## src/sv/float_hash_mod_mersenne31_unit_defines.svh

```systemverilog
// Assertion macros for the float hash unit.
// Included by the top level; the macros compile to nothing under SYNTHESIS.
`ifndef FLOAT_HASH_MOD_MERSENNE31_UNIT_DEFINES_SVH
`define FLOAT_HASH_MOD_MERSENNE31_UNIT_DEFINES_SVH
`ifndef SYNTHESIS
// Same-cycle implication, checked at every rising edge out of reset.
`define FHM31_ASSERT_IMPL(label, clk, rst_n, ante, cons) \
	label: assert property (@(posedge clk) disable iff (!rst_n) (ante) |-> (cons)) \
		else $error("fhm31 same-cycle check failed");
// Next-cycle implication, checked at every rising edge out of reset.
`define FHM31_ASSERT_NEXT(label, clk, rst_n, ante, cons) \
	label: assert property (@(posedge clk) disable iff (!rst_n) (ante) |=> (cons)) \
		else $error("fhm31 next-cycle check failed");
`else
`define FHM31_ASSERT_IMPL(label, clk, rst_n, ante, cons)
`define FHM31_ASSERT_NEXT(label, clk, rst_n, ante, cons)
`endif
`endif

```

## src/sv/fhm31_pkg.sv

```systemverilog
// Constants and helper functions for the float hash unit.
// No dependencies; used by the channel interfaces and the top level.
package fhm31_pkg;

	localparam int VALUE_W   = 64;
	localparam int HASH_W    = 32;
	localparam int HASH_BITS = 31;
	localparam int EXP_W     = 11;
	localparam int FRAC_W    = 52;
	localparam int SIG_W     = FRAC_W + 1;
	localparam int EXP_BIAS  = 1075;
	// Offset that makes (field + ROT_OFS) mod 31 equal (field - 1075) mod 31.
	localparam int ROT_OFS   = HASH_BITS * 35 - EXP_BIAS;

	localparam logic [HASH_BITS-1:0] HASH_MOD = '1;
	localparam logic [HASH_W-1:0]    HASH_INF = 32'd314159;
	localparam logic [EXP_W-1:0]     EXP_MAX  = '1;

	typedef logic [HASH_BITS-1:0] resid_t;
	typedef logic [4:0]           rot_t;

	// Reduce a 53-bit significand modulo 2^31-1.
	function automatic resid_t fold_mod(input logic [SIG_W-1:0] s);
		logic [HASH_BITS:0]   r1;
		logic [HASH_BITS-1:0] r2;
		r1 = {1'b0, s[HASH_BITS-1:0]} + {10'b0, s[SIG_W-1:HASH_BITS]};
		r2 = r1[HASH_BITS-1:0] + {30'b0, r1[HASH_BITS]};
		return (r2 == HASH_MOD) ? '0 : r2;
	endfunction

	// Reduce a 12-bit value below 3104 modulo 31 by folding base-32 digits.
	function automatic rot_t mod31(input logic [11:0] x);
		logic [6:0] y;
		logic [5:0] z;
		y = {2'b0, x[4:0]} + x[11:5];
		z = {1'b0, y[4:0]} + {4'b0, y[6:5]};
		return (z >= 6'd31) ? 5'(z - 6'd31) : z[4:0];
	endfunction

	// Rotate a residue left by k within 31 bits.
	function automatic resid_t rotate31(input resid_t r, input rot_t k);
		logic [2*HASH_BITS-1:0] d;
		d = {r, r} << k;
		return d[2*HASH_BITS-1:HASH_BITS];
	endfunction

endpackage

```

## src/sv/fhm31_if.sv

```systemverilog
// Valid/ready channel interfaces for the float hash unit.
// Depends on fhm31_pkg for the payload widths.
interface fhm31_value_if import fhm31_pkg::*; ();
	logic               valid;
	logic               ready;
	logic [VALUE_W-1:0] value_bits;

	modport source (output valid, output value_bits, input ready);
	modport sink (input valid, input value_bits, output ready);
endinterface

interface fhm31_hash_if import fhm31_pkg::*; ();
	logic                     valid;
	logic                     ready;
	logic signed [HASH_W-1:0] hash_value;

	modport source (output valid, output hash_value, input ready);
	modport sink (input valid, input hash_value, output ready);
endinterface

```

## src/sv/float_hash_mod_mersenne31_unit.sv

```systemverilog
// Top level of the float hash unit: input register, hash logic, result register.
// Depends on fhm31_pkg, the channel interfaces in fhm31_if.sv and the assertion macros.
`include "float_hash_mod_mersenne31_unit_defines.svh"

// Hashes the raw bit pattern of an IEEE 754 double to a signed 32-bit value:
// the magnitude modulo 2^31-1 carrying the input's sign. Infinity gives
// +/-314159, NaN and both zeros give 0, subnormals are exact. The unit is a
// two-register pipeline: an item lands in the input register, the hash is
// formed by one pass of logic (significand fold, exponent mod 31, 31-bit
// rotate, negate) and lands in the result register. Throughput is one item
// per cycle while results are taken; an accepted item moves from the input
// register to the result register, where it is presented, once that register
// can advance. Either register advances whenever the one after it is empty or
// is being drained, so a stalled consumer only blocks once both are full.
// The unit holds no state beyond the pipeline; reset just empties it.
module float_hash_mod_mersenne31_unit import fhm31_pkg::*; (
	input  logic          clk,
	input  logic          arst_n,
	fhm31_value_if.sink   value_ch,
	fhm31_hash_if.source  hash_ch
);

	// Input register
	logic               valid_s1;
	logic [VALUE_W-1:0] bits_s1;
	// Result register
	logic                     valid_s2;
	logic signed [HASH_W-1:0] hash_s2;

	logic adv_s2;
	logic adv_s1;

	// Decoded fields of the held item
	logic             neg;
	logic [EXP_W-1:0] efield;
	logic [FRAC_W-1:0] frac;
	logic             is_special;
	logic             is_zero;
	logic [EXP_W-1:0] eff_exp;
	logic [SIG_W-1:0] sig;
	rot_t             rot;
	resid_t           resid;
	logic [HASH_W-1:0] mag;
	logic signed [HASH_W-1:0] hash_next;

	// Advance the result register when it is empty or being taken.
	assign adv_s2 = !valid_s2 || hash_ch.ready;
	assign adv_s1 = !valid_s1 || adv_s2;
	assign value_ch.ready = adv_s1;

	always_ff @(posedge clk or negedge arst_n) begin
		if (!arst_n) begin
			valid_s1 <= 1'b0;
		end else if (adv_s1) begin
			valid_s1 <= value_ch.valid;
		end
	end

	always_ff @(posedge clk) begin
		if (adv_s1 && value_ch.valid) begin
			bits_s1 <= value_ch.value_bits;
		end
	end

	// Split the double into sign, exponent field and fraction.
	assign neg    = bits_s1[VALUE_W-1];
	assign efield = bits_s1[VALUE_W-2 -: EXP_W];
	assign frac   = bits_s1[FRAC_W-1:0];

	assign is_special = (efield == EXP_MAX);
	assign is_zero    = (efield == '0) && (frac == '0);

	// Subnormals share the exponent of the smallest normal, without the hidden one.
	assign eff_exp = (efield == '0) ? EXP_W'(1) : efield;
	assign sig     = {(efield != '0), frac};

	// 2^p acts on a residue as a rotation by p mod 31, negative p wrapping.
	assign rot   = mod31(12'({1'b0, eff_exp}) + 12'(ROT_OFS));
	assign resid = rotate31(fold_mod(sig), rot);

	always_comb begin
		if (is_special) begin
			mag = (frac == '0) ? HASH_INF : '0;
		end else if (is_zero) begin
			mag = '0;
		end else begin
			mag = {1'b0, resid};
		end
		hash_next = neg ? signed'(HASH_W'(0) - mag) : signed'(mag);
	end

	always_ff @(posedge clk or negedge arst_n) begin
		if (!arst_n) begin
			valid_s2 <= 1'b0;
		end else if (adv_s2) begin
			valid_s2 <= valid_s1;
		end
	end

	always_ff @(posedge clk) begin
		if (adv_s2 && valid_s1) begin
			hash_s2 <= hash_next;
		end
	end

	assign hash_ch.valid      = valid_s2;
	assign hash_ch.hash_value = hash_s2;

	// An infinity moving into the result register must come out as +/-314159.
	`FHM31_ASSERT_NEXT(a_inf_hash, clk, arst_n, adv_s2 && valid_s1 && is_special && (frac == '0), (hash_s2 == signed'(HASH_INF)) || (hash_s2 == -signed'(HASH_INF)))
	// NaN and zero inputs must hash to zero.
	`FHM31_ASSERT_NEXT(a_zero_hash, clk, arst_n, adv_s2 && valid_s1 && (is_zero || (is_special && (frac != '0))), hash_s2 == '0)
	// A presented result never reaches the modulus or the most negative code.
	`FHM31_ASSERT_IMPL(a_hash_range, clk, arst_n, valid_s2, (hash_s2 != 32'sh7FFFFFFF) && (hash_s2 != 32'sh80000000) && (hash_s2 != 32'sh80000001))
	// A full pipeline facing a stalled consumer must refuse new items.
	`FHM31_ASSERT_IMPL(a_backpressure, clk, arst_n, valid_s1 && valid_s2 && !hash_ch.ready, !value_ch.ready)

endmodule
```

## src/flat_wrapper.sv

```systemverilog
// flat-port wrapper written by rule: the top's interface ports become plain ports
module float_hash_mod_mersenne31_unit_flat import fhm31_pkg::*;
  (clk, arst_n, value_ch_valid, value_ch_value_bits, value_ch_ready, hash_ch_valid, hash_ch_hash_value, hash_ch_ready);
  fhm31_value_if value_ch_i ();
  fhm31_hash_if hash_ch_i ();
  input  logic clk;
  input  logic arst_n;
  input wire logic [$bits(value_ch_i.valid)-1:0] value_ch_valid;
  input wire logic [$bits(value_ch_i.value_bits)-1:0] value_ch_value_bits;
  output wire logic [$bits(value_ch_i.ready)-1:0] value_ch_ready;
  output wire logic [$bits(hash_ch_i.valid)-1:0] hash_ch_valid;
  output wire logic [$bits(hash_ch_i.hash_value)-1:0] hash_ch_hash_value;
  input wire logic [$bits(hash_ch_i.ready)-1:0] hash_ch_ready;
  assign value_ch_i.valid = value_ch_valid;
  assign value_ch_i.value_bits = value_ch_value_bits;
  assign value_ch_ready = value_ch_i.ready;
  assign hash_ch_valid = hash_ch_i.valid;
  assign hash_ch_hash_value = hash_ch_i.hash_value;
  assign hash_ch_i.ready = hash_ch_ready;
  float_hash_mod_mersenne31_unit u_core (.clk(clk), .arst_n(arst_n), .value_ch(value_ch_i), .hash_ch(hash_ch_i));
endmodule
```

## config.mk

```make
export PLATFORM = sky130hd
export DESIGN_NAME = float_hash_mod_mersenne31_unit_flat
export DESIGN_NICKNAME = d
export VERILOG_FILES = /design/src/sv/fhm31_pkg.sv /design/src/sv/fhm31_if.sv /design/src/sv/float_hash_mod_mersenne31_unit.sv /design/src/flat_wrapper.sv
export VERILOG_INCLUDE_DIRS = /design/src /design/src/sv
export SDC_FILE = /design/constraint.sdc
export NUM_CORES = 1
export LEC_CHECK = 0
export BUFFER_PORTS_ARGS = -buffer_cell sky130_fd_sc_hd__buf_2
export CORE_UTILIZATION = 40
export CTS_CLUSTER_DIAMETER = 100
export DETAILED_ROUTE_END_ITERATION = 12
export PLACE_DENSITY_LB_ADDON = 0.25
export SYNTH_ARGS = -nofsm -noshare
export SYNTH_HDL_FRONTEND = slang
export SYNTH_SLANG_ARGS = --single-unit
export TNS_END_PERCENT = 30
```

## constraint.sdc

```tcl
create_clock -name clk -period 15.82 [get_ports clk]
set_input_delay 1.582 -clock clk [delete_from_list [all_inputs] [get_ports clk]]
set_output_delay 1.582 -clock clk [all_outputs]
set_load 0.01 [all_outputs]
```

==> impl_metrics.toml, run 1 <==
[run_status]
status = "finished clean"

[synth]
synth_edf_count = 96
synth_most_common_cell = "nand2_1"
synthFlopType = "edfxtp_1"
synth.top_cell.area_share = 0.260
netlist_top_cells_count = "nand2_1 (126), nor2_1 (106), edfxtp_1 (96)"
yosysSeqAreaShare = 0.264
synth_fp_nets = 1444
syn_inst = 1339
yosysUniqueCellTypes = 91
synth_area_leaders = "edfxtp_1 (26%), nand2_1 (4.3%), ha_1 (3.8%)"
synth.yosys.warnings = 0
synth_area_per_cell_um2 = 8.28
async_flop_share = 0.0204
syn_area_um2 = 11100
synth_area_leader_cell = "edfxtp_1"
synth-seq-cells = 98

[clock_tree]
cts_setup_buffers = 0
clock_path_buffers = 2
cts.reportedPaths.clkPinSlew_ns = 0.08
numCtsBuffers = 9
clk_latency_ns = 0.38
cts_num_sinks = 98
cts_resized = 0
cts_tree = "yes"
cts-root-buf = "clkbuf_16"
cts_htree_levels = 3
cts_hold_buf = 0

[timing]
relSlewSlack = 0.288
clock_skew_ns = 0.0142
fin_crit_sh = 0.641
finalHoldViolations = 0
worst_pin_slew_ns = 1.07
grt_setup_unrepaired = "false"
setup_viol_count_final = 0
max_freq_mhz = 98.7
min_period_ns = 10.13
slew_violations = 0
tns_ns = 0

[setup_path]
cp_common_cell = "ha_1"
crit_path_max_fanout = 17
end_kind = "flop"
slowest_delay_ns = 0.68
cp-start-kind = "flop"
crit_slowest_cell = "nor3_1"
cp.required_ns = 15.94
cp.arrival_ns = 10.25
worstSetupPathType = "flop to flop"

[detailed_routing]
routed_wl_um = 40100
drc_errors = 0
num_vias = 11555
detail-route-antenna-nets = 0
dr.first_iter.drc_count = 1058
drtPass1Iterations = 6
post_drt_wl_per_cell_um = 22.6
via_per_inst = 6.50

[layout]
fin_util = 0.452
drive_gt1_frac = 0.151
nFillCells = 2744
nNetsFinal = 1506
synthToLayoutAreaGrowth_pct = 10.5
antenna_cells = 0

[power_and_ir_drop]
switching_share = 0.559
comb_power_share = 0.753
switching_power_mw = 1.44
p_per_area_nw_per_um2 = 210
p_clk_frac = 0.089
seqPwrFrac = 0.158
peakVddDrop_v = 0.0000850
leakagePower_nw = 4.31
internal_power_mw = 1.13

[global_route]
grt_pass1_wl_um = 62600
grt_usage = 0.283
antenna_found_initial = 0
grt_start_max_net_pins = 65
grt_pass1_vias = 10843
grt-ovfl-total = 0

[floorplan]
core_area_um2 = 27100
ioPinCount = 102
start_util = 0.409
die_h_um = 169
die_area_um2 = 28400
die_w_um = 169
fp-row-count = 60

[min_path]
hp-class = "flop to flop"

[placed_design]
io_buffers = 101
gp_congestion = 0.992
dp_hpwl_um = 31600

[flow_run]
cap_violations = 0
state kept, by name, indices dropped and copies added (netlist names):
signal and flops:
u_core.hash_ch.hash_value 32, u_core.valid_s1 1, u_core.hash_ch.valid 1, u_core.bits_s1 64
stage by stage:
| stage | power [mW] | setup WS (ns) | hold slack, ns | instances | area [um^2] |
|---|---|---|---|---|---|
| 2_1_floorplan | 1.73 | 7.74 | 0.449 | 1339 | 11100 |
| 3_3_place_gp | 2.30 | 5.63 | 0.465 | 1761 | 11900 |
| 3_5_place_dp | 2.29 | 5.67 | 0.471 | 1762 | 11900 |
| 4_1_cts | 2.53 | 5.66 | 0.492 | 1778 | 12200 |
| 5_1_grt | 2.73 | 4.93 | 0.531 | 1778 | 12300 |
| 6_report | 2.57 | 5.69 | 0.483 | 1778 | 12300 |
final timing paths:
| check | from | end | slack, ns | cells past startpoint |
|---|---|---|---|---|
| hold reg to reg | u_core.valid_s1 | u_core.hash_ch.valid | 0.48 | 1 |
| setup / recovery | u_core.bits_s1[55] | u_core.hash_ch.hash_value[26] | 5.69 | 32 |
| hold / removal | u_core.valid_s1 | u_core.hash_ch.valid | 0.48 | 1 |
| max in group asynchronous | arst_n | u_core.valid_s1 | 14.75 | 1 |
| setup reg to reg | u_core.bits_s1[55] | u_core.hash_ch.hash_value[26] | 5.69 | 32 |
| min in group asynchronous | arst_n | u_core.hash_ch.valid | 0.97 | 1 |
kinds of logic after synthesis:
| group | synth area share |
|---|---|
| and+or+nand+nor | 0.264 |
| AOI/OAI and AO/OA | 0.304 |
| DFF | 0.264 |
| muxes | 0.0252 |
| adders and majority gates | 0.0438 |
| xor gates and xnor gates | 0.0659 |
| buffers and inverters | 0.0333 |
routing by layer:
metal | global-route usage | part of all wire | wire, um
met4 | 0.153 | 0.056 | 2240
met5 | 0 | 0 | 0
met1 | 0.355 | 0.42 | 16900
met2 | 0.470 | 0.46 | 18600
met3 | 0.0386 | 0.059 | 2350
power groups by stage:
stage / clock network [mW] / registers [mW] / logic (mW)
after CTS: 0.236 / 0.406 / 1.88
after floorplan: 0 / 0.433 / 1.30
after global routing: 0.244 / 0.411 / 2.08
after global placement: 0 / 0.411 / 1.89
final: 0.230 / 0.406 / 1.93
after detailed placement: 0 / 0.412 / 1.88
layout by cell type, fill, tap and decap left out, types with 8 or more instances in the layout:
cell type  count
a2111oi_0      8
a211oi_1      26
a21o_1        18
a21oi_1       59
a221o_1       10
a22oi_1       12
a311oi_1       8
a31oi_1       23
and2_1        21
and3_1        14
and4_1        12
buf_2        101
buf_4         18
clkbuf_16      9
edfxtp_1      96
ha_1          34
inv_1         25
mux2i_1       20
nand2_1      126
nand2b_1      12
nand3_1       44
nand4_1       33
nor2_1       104
nor3_1        65
nor4_1        43
o2111ai_1      9
o211a_1       10
o211ai_1      29
o21a_1        23
o21ai_0       72
o22ai_1       13
o31ai_1       12
o41ai_2        8
or2_2         14
or3_1         22
xnor2_1       44
xor2_1        33
layout make-up:
type	instances	area, um^2	share of cell area
Multi-Input combinational cell	1148	7830	0.638
Timing Repair Buffer	119	641	0.0523
Clock inverter	7	72.6	0.00592
Clock buffer	9	225	0.0184
Tap cell	372	465	0.0380
Inverter	25	93.8	0.00766
Sequential cell	98	2930	0.239
critical path, delay by kind of cell, from the launching register on:
family / cells / cell delay [ns]
buffers and inverters: 4 / 0.41
flip-flops: 1 / 0.48
AND/OR/NAND/NOR: 15 / 5.16
adder cells (fa/ha/maj): 4 / 1.25
XOR/XNOR: 2 / 0.37
AO/OA/AOI/OAI: 7 / 2.18
Note: power is estimated with default switching activity, not from simulation.
==> run 2: changes to the inputs <==
Clock period 15.82 ns to 8.7 ns, I/O delays scaled along.
==> run 2 against run 1 <==
Compared with the run above: total power rose by 120%; hold slack got worse by 0.22 ns; largest power group unchanged; critical path type unchanged; maximum frequency rose by 22%.
==> impl_metrics.toml, run 2 (synthesized netlist as in run 1, its figures left out) <==
[run_status]
status = "finished clean"

[clock_tree]
cts_hold_buf = 0
cts_tree = "yes"
numCtsBuffers = 9
cts.reportedPaths.clkPinSlew_ns = 0.09
cts_num_sinks = 98
clock_path_buffers = 2
clk_latency_ns = 0.37
cts_htree_levels = 3
cts-root-buf = "clkbuf_16"

[detailed_routing]
num_vias = 12219
post_drt_wl_per_cell_um = 22.9
detail-route-antenna-nets = 0
dr.first_iter.drc_count = 1110
drc_errors = 0
routed_wl_um = 44300
via_per_inst = 6.31
drtPass1Iterations = 7

[layout]
antenna_cells = 0
largest_register_ffs = 64
final_common_cell = "buf_4"
synthToLayoutAreaGrowth_pct = 22.8
nNetsFinal = 1663
drive_gt1_frac = 0.248
regMostFlops = "u_core.bits_s1"
fin_area_um2 = 13600
layout_common_cells = "buf_4 (171), nand2_1 (125), nor2_1 (103)"
fin_util = 0.503

[placed_design]
postPlaceCellArea_um2 = 13100
dp_hpwl_um = 35800
pre_cts_ws_ns = -0.232
gp_congestion = 1.00
io_buffers = 101

[min_path]
hp-class = "input pin to asynchronous set/reset pin"

[timing]
setup_viol_count_final = 0
max_freq_mhz = 120
fin_ws_ns = 0.397
fin_crit_sh = 0.954
clock_skew_ns = 0.0103
slew_violations = 0
min_period_ns = 8.30
worst_pin_slew_ns = 0.974
relSlewSlack = 0.346
finalHoldViolations = 0

[power_and_ir_drop]
switching_share = 0.512
internal_power_mw = 2.71
p_clk_frac = 0.081
peakVddDrop_v = 0.000168
switching_power_mw = 2.85
leakagePower_nw = 5.10
power_mw = 5.56
comb_power_share = 0.786
p_per_area_nw_per_um2 = 408
seqPwrFrac = 0.133

[setup_path]
worstSetupPathType = "flop to flop"
cp-start-kind = "flop"
slowest_delay_ns = 0.50
cp.required_ns = 8.81
end_kind = "flop"
crit_path_max_fanout = 10
crit_slowest_cell = "edfxtp_1"
path_buf_inv = 8
path_delay_family = "simple AND/OR/NAND/NOR gates"
cp.arrival_ns = 8.41
cp_common_cell = "buf_4"

[global_route]
met2_usage = 0.543
met1_usage = 0.386
grt_usage = 0.313
grt_pass1_wl_um = 68200
grt.busiest_layer = "met2"
use_met3 = 0.0362
grt-ovfl-total = 0
antenna_found_initial = 0
grt_start_max_net_pins = 65
grt_pass1_vias = 11701

[flow_run]
cap_violations = 0

[floorplan]
start_util = 0.409
die_w_um = 169
die_area_um2 = 28400
ioPinCount = 102
core_area_um2 = 27100
die_h_um = 169
fp-row-count = 60
[run 2: area by class of cell]
class / instances / area [um^2]
clock buffers: 9 / 225
inverters: 25 / 93.8
multi-input cells: 1148 / 7950
fillers: 2603 / 13500
clock inverters: 7 / 95.1
flip-flops and latches: 98 / 2930
well taps: 372 / 465
repair buffers: 276 / 1860
[run 2: through the flow]
step / hold slack [ns] / TNS, ns / cells
final: 0.264 / 0 / 1935
after global placement: 0.471 / -1.03 / 1916
after global routing: 0.254 / -0.156 / 1935
after detailed placement: 0.479 / -1.81 / 1916
after floorplan: 0.449 / 0 / 1339
after CTS: 0.256 / 0 / 1933
[run 2: power by group through the flow]
stage / Clock, mW / Sequential (mW) / Combinational [mW]
after global routing: 0.474 / 0.750 / 4.66
final: 0.452 / 0.737 / 4.37
after floorplan: 0 / 0.787 / 2.36
after detailed placement: 0 / 0.748 / 4.23
after global placement: 0 / 0.748 / 4.24
after CTS: 0.462 / 0.738 / 4.25
[run 2: per-layer routing]
layer | vias up | routed length [um]
met2 | 510 | 21300
met1 | 5838 | 18600
li1 | 5761 | -
met4 | 0 | 2140
met5 | - | 0
met3 | 110 | 2260
[run 2: worst register-to-register path, delay by kind of cell, from the launching register on]
kind            cells  cell delay (ns)
simple gates       13             2.76
compound gates     11             2.53
buf+inv             8             1.38
fa+ha+maj           3             0.79
flops               1             0.50
xor+xnor            1             0.11
[run 2: path summary, 6_finish.rpt]
kind                               startpoint                             to  slack [ns]  cells past startpoint
setup / recovery           u_core.bits_s1[55]  u_core.hash_ch.hash_value[28]        0.40                     36
hold / removal                         arst_n                u_core.valid_s1        0.26                      1
setup reg to reg           u_core.bits_s1[55]  u_core.hash_ch.hash_value[28]        0.40                     36
hold reg to reg               u_core.valid_s1           u_core.hash_ch.valid        0.51                      1
max in group asynchronous              arst_n           u_core.hash_ch.valid        8.35                      1
min in group clk              u_core.valid_s1           u_core.hash_ch.valid        0.51                      1
[run 2: repair_timing]
action | CTS | global route
endpoints found under the setup margin | 15 | 26
buffers inserted | 1 | 2
gates resized for setup | 4 | 26
pin swaps | 0 | 3
cloned | 0 | 0
